**src/hdl/ial_pkg.sv**
```systemverilog
// Package for the indexed array list: sizes, operation and status codes,
// and the control bundle that the top level hands to every storage cell.
// Used by ial_cell and indexed_array_list; depends on nothing.
package ial_pkg;

  localparam int CAPACITY = 64;
  localparam int DATA_W   = 32;
  localparam int POS_W    = $clog2(CAPACITY);
  localparam int CNT_W    = $clog2(CAPACITY + 1);
  localparam int IDX_W    = 7;
  localparam int FUNC_W   = 2;
  localparam int STAT_W   = 2;
  localparam int IN_W     = 48;
  localparam int OUT_W    = 48;

  typedef enum logic [FUNC_W-1:0] {
    OP_READ   = 2'd0,
    OP_WRITE  = 2'd1,
    OP_INSERT = 2'd2,
    OP_ERASE  = 2'd3
  } op_t;

  typedef enum logic [STAT_W-1:0] {
    ST_OK    = 2'd0,
    ST_RANGE = 2'd1,
    ST_FULL  = 2'd2
  } status_t;

  // Broadcast to every cell; at most one of wr, ins and ers is set.
  typedef struct packed {
    logic              wr;
    logic              ins;
    logic              ers;
    logic [POS_W-1:0]  pos;
    logic [DATA_W-1:0] value;
  } cell_ctl_t;

endpackage

```
**src/hdl/ial_cell.sv**
```systemverilog
// One storage cell of the indexed array list: holds a single entry and
// takes its neighbour's entry when the list shifts. Depends on ial_pkg.
module ial_cell (
  input  logic                       clk,
  input  ial_pkg::cell_ctl_t         ctl,
  input  logic [ial_pkg::POS_W-1:0]  cell_idx,
  input  logic [ial_pkg::DATA_W-1:0] from_lower,
  input  logic [ial_pkg::DATA_W-1:0] from_upper,
  output logic [ial_pkg::DATA_W-1:0] entry,
  output logic [ial_pkg::DATA_W-1:0] rd_word
);

  logic at_pos;
  logic above_pos;

  assign at_pos    = (cell_idx == ctl.pos);
  assign above_pos = (cell_idx > ctl.pos);

  // Only the addressed cell puts its entry on the read bus.
  assign rd_word = at_pos ? entry : '0;

  always_ff @(posedge clk) begin
    if ((ctl.wr || ctl.ins) && at_pos) begin
      entry <= ctl.value;
    end else if (ctl.ins && above_pos) begin
      entry <= from_lower;
    end else if (ctl.ers && (at_pos || above_pos)) begin
      entry <= from_upper;
    end
  end

endmodule

```
**config.mk**
```make
export PLATFORM = sky130hd
export DESIGN_NAME = ial_cell
export DESIGN_NICKNAME = d
export VERILOG_FILES = /design/src/hdl/ial_pkg.sv /design/src/hdl/ial_cell.sv
export SDC_FILE = /design/constraint.sdc
export NUM_CORES = 1
export LEC_CHECK = 0
export BUFFER_PORTS_ARGS = -buffer_cell sky130_fd_sc_hd__buf_2
export CORE_UTILIZATION = 41
export CTS_BUF_LIST = sky130_fd_sc_hd__clkbuf_16
export DETAILED_ROUTE_END_ITERATION = 10
export PLACE_DENSITY = 0.95
export REMOVE_ABC_BUFFERS = 1
export SLEW_MARGIN = 10
export SYNTH_ARGS = -nofsm -noshare
export SYNTH_HDL_FRONTEND = slang
export SYNTH_SLANG_ARGS = --single-unit
export TNS_END_PERCENT = 30
```
**constraint.sdc**
```tcl
create_clock -name clk -period 7.3 [get_ports clk]
set_input_delay 0.365 -clock clk [delete_from_list [all_inputs] [get_ports clk]]
set_output_delay 0.365 -clock clk [all_outputs]
set_load 0.01 [all_outputs]
```
==> impl_metrics.toml <==
[cts]
path_clk_slew_ns = 0.05
cts.htree.levels = 2
cts_resized = 0
clock_sinks = 32
numCtsBuffers = 5
ctsHoldBuffers = 0
post_cts_buffers = 0
cts-root-buf = "clkbuf_16"
cts_tree = "done"
clk_path_buf_depth = 2

[timing]
fin_ws_ns = 4.94
period_share = 0.323
final.setup.tns_ns = 0
setup_viol = 0
fmax_mhz = 424
slew_viol_final = 0
relSlewSlack = 0.575
fin_crit_ns = 2.36
hold_viol_final = 0
max_slew.worst_pin.slew_ns = 0.635
rsz0062_at_grt = "no"

[worst_setup_path]
startpoint_type = "input port"
critical_path_arrival_ns = 2.45
path_class = "input port to register"
required_ns = 7.39
cp-end-kind = "register"
path_max_fanout = 37

[placement]
place_inst = 464
io_buffers = 175
post-place-ws_ns = 4.12
hpwl_um = 4640
routabilityCongestion = 0.764

[layout]
layout-drive-gt1-share = 0.467
nets = 522
syn2layout_area_growth_pct = 52.2
largest_reg_flops = 32
final_cells = 472
largest_register = "entry"
top_regs = "entry (32)"
fin_util = 0.650
n_antenna_cell = 0

[floorplan]
start_util = 0.427
die_y_um = 72.4
die_w_um = 72.4
dieArea_sq_um = 5240
core_area_sq_um = 4750
rows = 25
io_pins = 176

[routing]
vias_per_cell = 4.90
drc = 0
drtAntennaViolNets = 0
vias = 2314
avgRoutedWirePerCell_um = 12.9
dr.pass1.iters = 4
wl_um = 6070
first_iter_violations = 164

[grt]
grt_first_pass_wirelength_um = 9090
grt_max_degree = 39
grt_pass1_vias = 2112
grt_overflow_total = 0
antenna_found_initial = 0
grt_util_all_layers = 0.228

[logic_synthesis]
synthesis.area_sq_um = 2030
yosysSeqAreaShare = 0.473
ys_warn_count = 0
syn_area_per_cell_sq_um = 8.65
synth_cell_types = 21
synth-seq-cells = 32
syn_inst = 235

[power_and_ir_drop]
power_density_nw_per_um2 = 202
vdd_drop_max_uv = 136
p_leak_nw = 1.62

[worst_hold_path]
hp-start = "ctl[28]"
holdPathEnd = "entry[28]$_DFFE_PP_"
hold_depth = 3
hold_path_class = "input port to register"

[run_status]
status = "finished clean"

[run]
drv_cap = 0
## stage by stage
stage | total power [mW] | hold WS, ns | instance area [sq um]
global route | 0.659 | 0.441 | 3090
detailed placement | 0.404 | 0.716 | 2930
floorplan | 0.326 | 0.615 | 1940
finish | 0.626 | 0.440 | 3090
CTS | 0.632 | 0.436 | 3090
global placement | 0.399 | 0.709 | 2930
## worst max-delay path by stage
stage | from | endpoint
3_3_place_gp | ctl[37] | entry[7]$_DFFE_PP_
6_report | ctl[37] | entry[27]$_DFFE_PP_
2_1_floorplan | ctl[37] | entry[0]$_DFFE_PP_
4_1_cts | ctl[37] | entry[27]$_DFFE_PP_
5_1_grt | ctl[37] | entry[27]$_DFFE_PP_
3_5_place_dp | ctl[37] | entry[27]$_DFFE_PP_
## kinds of logic (layout without fill, tap and decap cells)
kind of cell,count (synthesis),after routing,synth area share
compound gates,39,39,0.132
fa+ha+maj,6,6,0.0369
buf+inv,23,193,0.0591
flops,32,32,0.473
simple gates,135,135,0.299
## per-layer routing
metal / track usage / part of all wire / vias up
li1: - / - / 1143
met3: 0.0681 / 0.079 / 14
met5: 0 / 0 / -
met1: 0.243 / 0.38 / 1029
met2: 0.420 / 0.52 / 128
met4: 0.0871 / 0.019 / 0
## synth_stat cells (all sizes together)
master | n | share of area
edfxtp | 32 | 0.47
and3 | 1 | 0.0055
and2 | 32 | 0.099
nand2 | 66 | 0.12
nand3 | 2 | 0.0049
clkbuf | 9 | 0.017
nor2b | 1 | 0.0031
buf | 7 | 0.030
o21ai | 2 | 0.0068
a311oi | 1 | 0.013
nor2 | 32 | 0.059
inv | 7 | 0.013
a31oi | 32 | 0.099
a311o | 1 | 0.0049
and4 | 1 | 0.0055
a21oi | 1 | 0.0025
a21o | 1 | 0.0037
o22ai | 1 | 0.0031
ha | 6 | 0.037
## where the power goes
part	internal [mW]	total, mW	switching [mW]
Combinational	0.0642	0.141	0.0765
Clock	0.158	0.226	0.0682
Sequential	0.245	0.259	0.0140
## layout make-up
cell class | count | area, sq um
tap | 67 | 83.8
clock buffer | 5 | 125
timing repair buffer | 178 | 898
inverter | 7 | 26.3
clock inverter | 3 | 37.5
multi-input combinational | 180 | 960
sequential | 32 | 961
fill | 387 | 1660
## cell usage in the layout (no fill, tap or decap)
| cell type | n |
|---|---|
| o21ai_1 | 1 |
| a21oi_1 | 1 |
| ha_1 | 6 |
| a31oi_1 | 32 |
| a311oi_4 | 1 |
| a21o_1 | 1 |
| bufinv_16 | 1 |
| and3_4 | 1 |
| clkbuf_16 | 5 |
| nand2_1 | 66 |
| o22ai_1 | 1 |
| inv_1 | 7 |
| buf_4 | 3 |
| a311o_2 | 1 |
| and2_1 | 32 |
| buf_2 | 175 |
| nor2b_1 | 1 |
| o21ai_4 | 1 |
| and4_4 | 1 |
| clkinv_1 | 2 |
| nand3_1 | 2 |
| nor2_1 | 32 |
| edfxtp_1 | 32 |
## worst max-delay path: stages
cell and delay [ns]:
buf_2 0.07, inv_1 0.03, ha_1 0.31, and4_4 0.24
and3_4 0.43, a311o_2 0.60, nand2_1 0.13, a31oi_1 0.26
(Power assumes the default switching activity.)
